File: src/rtl/utf8d_pkg.sv
package utf8d_pkg;

   // Byte class boundaries (inclusive upper bounds).
   localparam logic [7:0] AsciiMax = 8'h7F;
   localparam logic [7:0] ContMax  = 8'hBF;
   localparam logic [7:0] Lead2Max = 8'hDF;
   localparam logic [7:0] Lead3Max = 8'hEF;
   localparam logic [7:0] Lead4Max = 8'hF7;

   // Payload masks for continuation and lead bytes.
   localparam logic [7:0] ContMask  = 8'h3F;
   localparam logic [7:0] Lead2Mask = 8'h1F;
   localparam logic [7:0] Lead3Mask = 8'h0F;
   localparam logic [7:0] Lead4Mask = 8'h07;

   localparam int CpWidth = 21;
   localparam logic [CpWidth-1:0] ReplacementCp = 21'h00FFFD;

   // Result queue geometry.
   localparam int FifoDepth    = 4;
   localparam int FifoPtrWidth = $clog2(FifoDepth);
   localparam int FifoCntWidth = $clog2(FifoDepth + 1);
   localparam int MaxResults   = 2;

   typedef struct packed {
      logic [CpWidth-1:0] code_point;
      logic               is_replacement;
      logic               last_of_run;
   } result_type;

   typedef struct packed {
      logic [1:0]               result_count;
      result_type [MaxResults-1:0] results;
      logic [1:0]               pending_count;
      logic [CpWidth-1:0]       code_accumulator;
   } decode_type;

   function automatic result_type make_result(logic [CpWidth-1:0] cp, logic repl);
      result_type r;
      r.code_point     = cp;
      r.is_replacement = repl;
      r.last_of_run    = 1'b0;
      return r;
   endfunction

endpackage

File: src/rtl/utf8d_decode.sv
// Decodes one byte against the current sequence state: produces up to two
// results and the next state.
module utf8d_decode (
   input  logic [7:0]                     byte_value,
   input  logic                           end_of_text,
   input  logic [1:0]                     pending_count,
   input  logic [utf8d_pkg::CpWidth-1:0]  code_accumulator,
   output utf8d_pkg::decode_type          decode
);

   logic [utf8d_pkg::CpWidth-1:0] shifted_acc;
   utf8d_pkg::result_type         repl;
   utf8d_pkg::result_type         ascii_res;
   logic [1:0]                    cont_left;

   assign shifted_acc = {code_accumulator[utf8d_pkg::CpWidth-7:0],
                         byte_value[5:0] & utf8d_pkg::ContMask[5:0]};
   assign repl        = utf8d_pkg::make_result(utf8d_pkg::ReplacementCp, 1'b1);
   assign ascii_res   = utf8d_pkg::make_result(
                           {{(utf8d_pkg::CpWidth-8){1'b0}}, byte_value}, 1'b0);
   assign cont_left   = pending_count - 2'd1;

   always_comb begin
      decode                  = '0;
      decode.pending_count    = pending_count;
      decode.code_accumulator = code_accumulator;

      priority if (byte_value <= utf8d_pkg::AsciiMax) begin
         // A pending sequence cut off by ASCII yields a replacement first.
         if (pending_count != 2'd0) begin
            decode.results[0]   = repl;
            decode.results[1]   = ascii_res;
            decode.result_count = 2'd2;
         end else begin
            decode.results[0]   = ascii_res;
            decode.result_count = 2'd1;
         end
         decode.pending_count = 2'd0;
      end else if (byte_value <= utf8d_pkg::ContMax) begin
         if (pending_count != 2'd0) begin
            decode.code_accumulator = shifted_acc;
            decode.pending_count    = cont_left;
            if (cont_left == 2'd0) begin
               decode.results[0]   = utf8d_pkg::make_result(shifted_acc, 1'b0);
               decode.result_count = 2'd1;
            end
         end else begin
            decode.results[0]   = repl;
            decode.result_count = 2'd1;
         end
      end else if (byte_value <= utf8d_pkg::Lead2Max) begin
         decode.pending_count    = 2'd1;
         decode.code_accumulator = {{(utf8d_pkg::CpWidth-8){1'b0}},
                                    byte_value & utf8d_pkg::Lead2Mask};
      end else if (byte_value <= utf8d_pkg::Lead3Max) begin
         decode.pending_count    = 2'd2;
         decode.code_accumulator = {{(utf8d_pkg::CpWidth-8){1'b0}},
                                    byte_value & utf8d_pkg::Lead3Mask};
      end else if (byte_value <= utf8d_pkg::Lead4Max) begin
         decode.pending_count    = 2'd3;
         decode.code_accumulator = {{(utf8d_pkg::CpWidth-8){1'b0}},
                                    byte_value & utf8d_pkg::Lead4Mask};
      end else begin
         decode.results[0]    = repl;
         decode.result_count  = 2'd1;
         decode.pending_count = 2'd0;
      end

      // An unfinished sequence at end of text only arises when no result was
      // produced above, so the replacement always fits.
      if (end_of_text) begin
         if (decode.pending_count != 2'd0) begin
            decode.results[decode.result_count[0]] = repl;
            decode.result_count = decode.result_count + 2'd1;
         end
         decode.pending_count    = 2'd0;
         decode.code_accumulator = '0;
      end

      unique case (decode.result_count)
         2'd1:    decode.results[0].last_of_run = 1'b1;
         2'd2:    decode.results[1].last_of_run = 1'b1;
         default: ;
      endcase
   end

endmodule

File: src/rtl/utf8d_result_fifo.sv
// Small result queue in flip-flops: takes zero, one or two results per cycle
// and gives out one on each pop.
module utf8d_result_fifo (
   input  logic                                          clock,
   input  logic                                          reset,
   input  logic [1:0]                                    push_count,
   input  utf8d_pkg::result_type [utf8d_pkg::MaxResults-1:0] push_data,
   input  logic                                          pop,
   output utf8d_pkg::result_type                         head,
   output logic                                          not_empty,
   output logic                                          has_room
);

   utf8d_pkg::result_type                 entry_ff [utf8d_pkg::FifoDepth];
   logic [utf8d_pkg::FifoPtrWidth-1:0]    wr_ptr_ff, wr_ptr_in;
   logic [utf8d_pkg::FifoPtrWidth-1:0]    rd_ptr_ff, rd_ptr_in;
   logic [utf8d_pkg::FifoCntWidth-1:0]    count_ff, count_in;
   logic [utf8d_pkg::FifoPtrWidth-1:0]    wr_addr [utf8d_pkg::MaxResults];

   assign head      = entry_ff[rd_ptr_ff];
   assign not_empty = (count_ff != '0);
   // Room for the largest burst one byte can produce.
   assign has_room  = (count_ff <= utf8d_pkg::FifoCntWidth'(utf8d_pkg::FifoDepth
                                                           - utf8d_pkg::MaxResults));

   always_comb begin
      for (int i = 0; i < utf8d_pkg::MaxResults; i++) begin
         wr_addr[i] = wr_ptr_ff + utf8d_pkg::FifoPtrWidth'(i);
      end
      wr_ptr_in = wr_ptr_ff + utf8d_pkg::FifoPtrWidth'(push_count);
      rd_ptr_in = rd_ptr_ff + utf8d_pkg::FifoPtrWidth'(pop);
      count_in  = count_ff + utf8d_pkg::FifoCntWidth'(push_count)
                           - utf8d_pkg::FifoCntWidth'(pop);
   end

   always_ff @(posedge clock) begin
      for (int i = 0; i < utf8d_pkg::MaxResults; i++) begin
         if (push_count > 2'(i)) begin
            entry_ff[wr_addr[i]] <= push_data[i];
         end
      end
   end

   always_ff @(posedge clock) begin
      if (reset) begin
         wr_ptr_ff <= '0;
         rd_ptr_ff <= '0;
         count_ff  <= '0;
      end else begin
         wr_ptr_ff <= wr_ptr_in;
         rd_ptr_ff <= rd_ptr_in;
         count_ff  <= count_in;
      end
   end

endmodule

File: src/rtl/utf8_byte_stream_decoder.sv
// Channel  Dir  Handshake              Payload
// req      in   req_valid / req_ready  req_byte_value[7:0], req_end_of_text
// rsp      out  rsp_valid / rsp_ready  rsp_code_point[20:0], rsp_is_replacement, rsp_last_of_run
//
// One byte is accepted per cycle while req_ready is high. An accepted request is held in the input
// register and decoded from it; once the queue has room, its results are written into a four-entry
// result queue and the decoder state updates. The first result reaches rsp through the input
// register and then the queue. The queue drains one result per cycle while rsp_ready is high, and the
// queue's free space (two entries needed) sets when req_ready drops. req_ready depends only on
// registers, never on rsp_ready. Synchronous reset empties the input register and the queue and
// clears the decoder state.
module utf8_byte_stream_decoder (
   input  logic                          clock,
   input  logic                          reset,
   input  logic                          req_valid,
   output logic                          req_ready,
   input  logic [7:0]                    req_byte_value,
   input  logic                          req_end_of_text,
   output logic                          rsp_valid,
   input  logic                          rsp_ready,
   output logic [utf8d_pkg::CpWidth-1:0] rsp_code_point,
   output logic                          rsp_is_replacement,
   output logic                          rsp_last_of_run
);

   // Input register holding one accepted request.
   logic                          in_valid_ff, in_valid_in;
   logic [7:0]                    in_byte_ff;
   logic                          in_eot_ff;

   // Decoder state: continuation bytes still expected and the partial code point.
   logic [1:0]                    pending_count_ff;
   logic [utf8d_pkg::CpWidth-1:0] code_accumulator_ff;

   utf8d_pkg::decode_type         decode;
   utf8d_pkg::result_type         head;
   logic                          fifo_room;
   logic                          advance;
   logic                          req_take;
   logic [1:0]                    push_count;

   utf8d_decode u_decode (
      .byte_value       (in_byte_ff),
      .end_of_text      (in_eot_ff),
      .pending_count    (pending_count_ff),
      .code_accumulator (code_accumulator_ff),
      .decode           (decode)
   );

   // The held request moves on once the queue can absorb its worst case of two
   // results; the state updates in the same cycle, so consecutive bytes chain.
   assign advance    = in_valid_ff && fifo_room;
   assign req_ready  = !in_valid_ff || advance;
   assign req_take   = req_valid && req_ready;
   assign push_count = advance ? decode.result_count : 2'd0;
   assign in_valid_in = req_take || (in_valid_ff && !advance);

   utf8d_result_fifo u_result_fifo (
      .clock      (clock),
      .reset      (reset),
      .push_count (push_count),
      .push_data  (decode.results),
      .pop        (rsp_valid && rsp_ready),
      .head       (head),
      .not_empty  (rsp_valid),
      .has_room   (fifo_room)
   );

   assign rsp_code_point     = head.code_point;
   assign rsp_is_replacement = head.is_replacement;
   assign rsp_last_of_run    = head.last_of_run;

   always_ff @(posedge clock) begin
      if (req_take) begin
         in_byte_ff <= req_byte_value;
         in_eot_ff  <= req_end_of_text;
      end
   end

   always_ff @(posedge clock) begin
      if (reset) begin
         in_valid_ff         <= 1'b0;
         pending_count_ff    <= 2'd0;
         code_accumulator_ff <= '0;
      end else begin
         in_valid_ff <= in_valid_in;
         if (advance) begin
            pending_count_ff    <= decode.pending_count;
            code_accumulator_ff <= decode.code_accumulator;
         end
      end
   end

endmodule

File: config.mk
export PLATFORM = sky130hd
export DESIGN_NAME = utf8_byte_stream_decoder
export DESIGN_NICKNAME = d
export VERILOG_FILES = /design/src/rtl/utf8d_pkg.sv /design/src/rtl/utf8d_decode.sv /design/src/rtl/utf8d_result_fifo.sv /design/src/rtl/utf8_byte_stream_decoder.sv
export SDC_FILE = /design/constraint.sdc
export NUM_CORES = 1
export LEC_CHECK = 0
export BUFFER_PORTS_ARGS = -buffer_cell sky130_fd_sc_hd__buf_2
export CORE_UTILIZATION = 61
export CTS_CLUSTER_SIZE = 28
export DETAILED_ROUTE_END_ITERATION = 7
export MAX_ROUTING_LAYER = met4
export PLACE_DENSITY = 0.84
export SETUP_SLACK_MARGIN = 0.05
export SYNTH_ARGS = -nofsm -noshare
export SYNTH_HDL_FRONTEND = slang
export SYNTH_SLANG_ARGS = --single-unit
File: constraint.sdc
create_clock -name clock -period 4.7 [get_ports clock]
set_clock_uncertainty 0.1 [all_clocks]
set_input_delay 1.41 -clock clock [delete_from_list [all_inputs] [get_ports clock]]
set_output_delay 1.41 -clock clock [all_outputs]
set_load 0.005 [all_outputs]
Word-level counts from Yosys, hierarchy flattened:

Memory sizes are Yosys's and may differ from the RTL's. A register that Yosys moved wholly into a read port is not among the register bits.
Cells that the tools add are included.

* bits in registers: 34
* memories: 1
* input port bits: 13
* word-level logic and storage cells: 84
* ROM bits: 0
* bits in latches: 0
* output and inout bits: 25
* memory bits (writable): 92

Memories
* u_result_fifo.entry_ff: words 4, bits a word 23, rd ports 1, clocked after Yosys merged registers in 1, wr ports 2, RTL line utf8d_result_fifo.sv:14 `utf8d_pkg::result_type entry_ff [utf8d_pkg::FifoDepth];`

* reductions and logical operators: 15
* shift operators: 0
* divide/modulo/power cells: 0
* $add $sub $neg: 7
* multipliers: 0
* multiplexer cells: 36
* bitwise logic cells: 3
* $lt $le $gt $ge: 10
* equality and inequality tests: 4

Operator list (number)
* 2-to-1 mux 23 bit: 8
* 2-to-1 mux 71 bit: 1
* 2-to-1 mux 48 bit: 1
* 2-to-1 mux 46 bit: 1
* 2-to-1 mux 21 bit: 2
* 2-to-1 mux 18 bit: 2
* less-or-equal comparator 8 bit, second input constant: 4
* bitwise OR 24 x 32 -> 32 bit: 1
* 2-to-1 mux 25 bit: 1
* demux 23 bit (select 1 bit): 1
* 2-to-1 mux 10 bit: 2
* 2-to-1 mux 2 bit: 8
* AND 14 bit: 1
* NOT 14 bit: 1
* 2-to-1 mux 1 bit: 9
* less-or-equal comparator 8 x 7 -> 1 bit, second input constant: 1
* logical AND 1 bit: 5
* nonzero test 5 bit: 1
* adder 2 x 1 -> 2 bit, second input constant: 2
* > comparator 2 x 1 -> 1 bit, second input constant: 2
* AND reduction 4 bit: 1
* nonzero test 2 bit: 2
* adder 3 x 2 -> 3 bit: 1
* less-or-equal comparator 3 x 2 -> 1 bit, second input constant: 1
* other kinds (14): 16

Depth between registers and ports, before layout:

* depth in word-level cells: 18
* gate-level depth with buffers: 13
* mapped depth without buffers: 12

Hierarchy:

A second synthesis with hierarchy kept.

* cell total of the unflattened synthesis: 587
* area, all modules: 7716.2 um^2

By module, submodules not included
* utf8d_result_fifo: area an instance 4880.9 um^2, times used 1, cells each 266
* utf8_byte_stream_decoder: area an instance 1516.5 um^2, times used 1, cells each 121
* utf8d_decode: area an instance 1318.8 um^2, times used 1, cells each 200

Worst setup path after synthesis:

Ideal clock, no wire load.

* path kind: flip-flop to flip-flop
* from: register in_byte_ff[6]
* to: memory u_result_fifo.entry_ff[1][0] in the netlist's numbering, enable pin
* path slack: 1.364 ns
* required time: 4.199 ns
* period minus slack after synthesis: 3.336 ns
* cell stages (with the launch flop): 9
* setup time: 0.401 ns
* arrival: 2.835 ns
* cells stage by stage: edfxtp_1 -> or2_1 -> clkbuf_1 -> and3_1 -> ha_1 -> nand2b_1 -> o211ai_2 -> buf_4 -> o21ai_1

RTL lines
* start: declaration: RTL line utf8_byte_stream_decoder.sv:28 `logic [7:0] in_byte_ff;`
* start signal: assignment: RTL line utf8_byte_stream_decoder.sv:75 `in_byte_ff <= req_byte_value;`
* end: declaration: RTL line utf8d_result_fifo.sv:14

==> run metrics <==
worst path required time=4.85 ns; Total GRT Usage=28.8%; Slew headroom=around 55%; FF/Latch Area=roughly 3300 um^2; fin area=between 6000 and 7000 um^2; Setup Total Neg Slack=0 ns; Worst VDD drop=309 uV; Initial Utilization=63.9%; Tmin final=3.58 ns; synthesized cell area=6020 um^2; Via Count=slightly above 4000; CP Max Fanout=32; DP Worst Slack=1.20 ns; Worst-Margin Slew=between 0.6 and 0.7 ns; average wire per standard cell=slightly above 20 um; grt ovf=0; Ys Warns=0; port buffer count=37; pin count of the biggest net entering global routing=33; Critical Path Start Type=flip-flop; Post-DRT Antenna Nets=0; Longest Clk Path Bufs=2; initial antenna violation count=0; CTS buffer count=17; most frequent cells after synthesis=edfxtp_1, dfxtp_1, o21ai_1; ys async rst share=0%; Std-Cell Core Area=roughly 9400 um^2; Slew Viols, Final=0; Post-Syn Area per Cell=13.3 um^2; Synth Flop Type=edfxtp_1; detailed-route wire length=13000 um; # fillers=641; leakage=0.00238 uW; final worst slack=1.12 ns; vias in the first global route=slightly below 4000; worst skew pair latency=0.53 ns; Distinct cells, synth=62; Yosys top cell by area=edfxtp_1; row cnt=35; net count after synthesis=471; EDFF count, synth=81; Min-Delay Path Class=reg2reg; first-pass GRT wire length=~21000 um; mean number of vias per cell=6.47; full die area=10300 um^2; period utilization=about 76%; TritonCTS Sinks=126; chip width=101 um; Die Span Y=101 um; detailed-router iteration count before antenna repair=5; FMAX=0.279 GHz; GPL Wtd Cong=0.945; post-synthesis sequential area ratio=55.4%; final setup violation count=0; drc violations=0; CTS Hold Bufs=0; PwrDens=447 nW/um^2; Post-CTS Resized=0; Hold Vio Cnt, Final=0; status=complete, no violations; CTS tree=done; DP HPWL=about 8500 um; share of the synthesized area in the top cell type=40.4%; I/O pins=38; synthesis-to-layout area growth=11.9%; clock transition at the registers of the reported paths=about 0.06 ns; Setup Fix Bufs, Post-CTS=0; RSZ-0062 raised after global routing=no; footprint of the multi-input gates=2440 um^2; most frequent cell after synthesis=edfxtp_1; nets=503; synth top area cells=edfxtp_1, dfxtp_1, mux4_2; clock root buffer=clkbuf_8; CP Capture Type=flip-flop; ANT cells=0; initial DRC count=around 270; Cell Area, Placed=6210 um^2; #FFs+latches synth=about 130; CP Class=reg2reg; htree depth=4; WP data arrival=between 3 and 4 ns; synthesized instance count=451; ratio of cells with drive above 1 in the final layout=27.2%; Max-cap violations=0
-- per-layer routing --
layer / GRT usage [%] / routed length, um
met5: - / 0
met4: 8.81 / 259
met3: 7.18 / 983
met2: 46.5 / 6530
met1: 35.9 / 5210
-- final timing paths --
path,start,to,slack [ns],cells past startpoint
worst min-delay path,code_accumulator_ff[9]$_SDFFE_PP0P_,code_accumulator_ff[9]$_SDFFE_PP0P_,0.38,1
worst max register to register,in_byte_ff[6]$_DFFE_PP_,u_result_fifo.entry_ff[1][8]$_DFFE_PP_,1.12,9
worst max-delay path,in_byte_ff[6]$_DFFE_PP_,u_result_fifo.entry_ff[1][8]$_DFFE_PP_,1.12,9
worst min register to register,code_accumulator_ff[9]$_SDFFE_PP0P_,code_accumulator_ff[9]$_SDFFE_PP0P_,0.38,1
-- worst max-delay path: stages (launching register included) --
cell and delay (ns):
edfxtp_1 0.73, or2_1 0.29, and3_1 0.31, nor2_1 0.07, ha_1 0.30, nand2b_1 0.18, o211ai_2 0.20, buf_4 0.37
or2_1 0.58, o22ai_1 0.16
-- per-stage QoR --
step | total power (uW) | hold WS, ns | utilization, % | std cells
floorplan | 1720 | 0.349 | - | 451
global placement | 1860 | 0.363 | 66.0 | 593
detailed placement | 1880 | 0.371 | 66.0 | 593
CTS | 3030 | 0.384 | 71.5 | 625
global route | 3140 | 0.399 | 71.5 | 625
finish | 3010 | 0.385 | 71.5 | 625
-- sequential cells by signal, indices dropped and copies added, names as in the netlist --
signal	flops
u_result_fifo.entry_ff	92
code_accumulator_ff	15
in_byte_ff	8
u_result_fifo.count_ff	3
pending_count_ff	2
u_result_fifo.rd_ptr_ff	2
u_result_fifo.wr_ptr_ff	2
in_eot_ff	1
in_valid_ff	1
-- area by class of cell --
class                   instances  area share, %
well taps                     129           2.40
inverters                       7          0.390
clock buffers                  22           6.89
clock inverters                10          0.929
multi-input cells             285           36.2
flip-flops and latches        126           49.5
repair buffers                 46           3.75
-- cells by family (layout without fill, tap and decap cells) --
family,after synthesis,count (layout),share of synthesized area [%]
muxes,24,24,8.77
and+or+nand+nor,97,97,10.2
AOI/OAI and AO/OA,152,152,19.0
adders and majority gates,7,7,1.58
buffers and inverters,40,85,4.36
DFF,126,126,55.4
xor gates and xnor gates,5,5,0.727
-- layout by cell type (no fill, tap or decap), types with 11 or more instances in the layout --
| cell | n |
|---|---|
| clkbuf_16 | 17 |
| o21ai_0 | 24 |
| a22o_1 | 13 |
| dfxtp_1 | 45 |
| edfxtp_1 | 81 |
| a21oi_1 | 13 |
| o21ai_1 | 27 |
| o211ai_1 | 16 |
| mux4_2 | 23 |
| o21a_1 | 11 |
| nor2_1 | 15 |
| buf_2 | 37 |
| nand2_1 | 18 |
-- power breakdown --
group | switching, uW | internal [uW]
Combinational | 309 | 263
Sequential | 49.6 | 1230
Clock | 467 | 690
No activity file was read; power rests on OpenSTA's default activity.
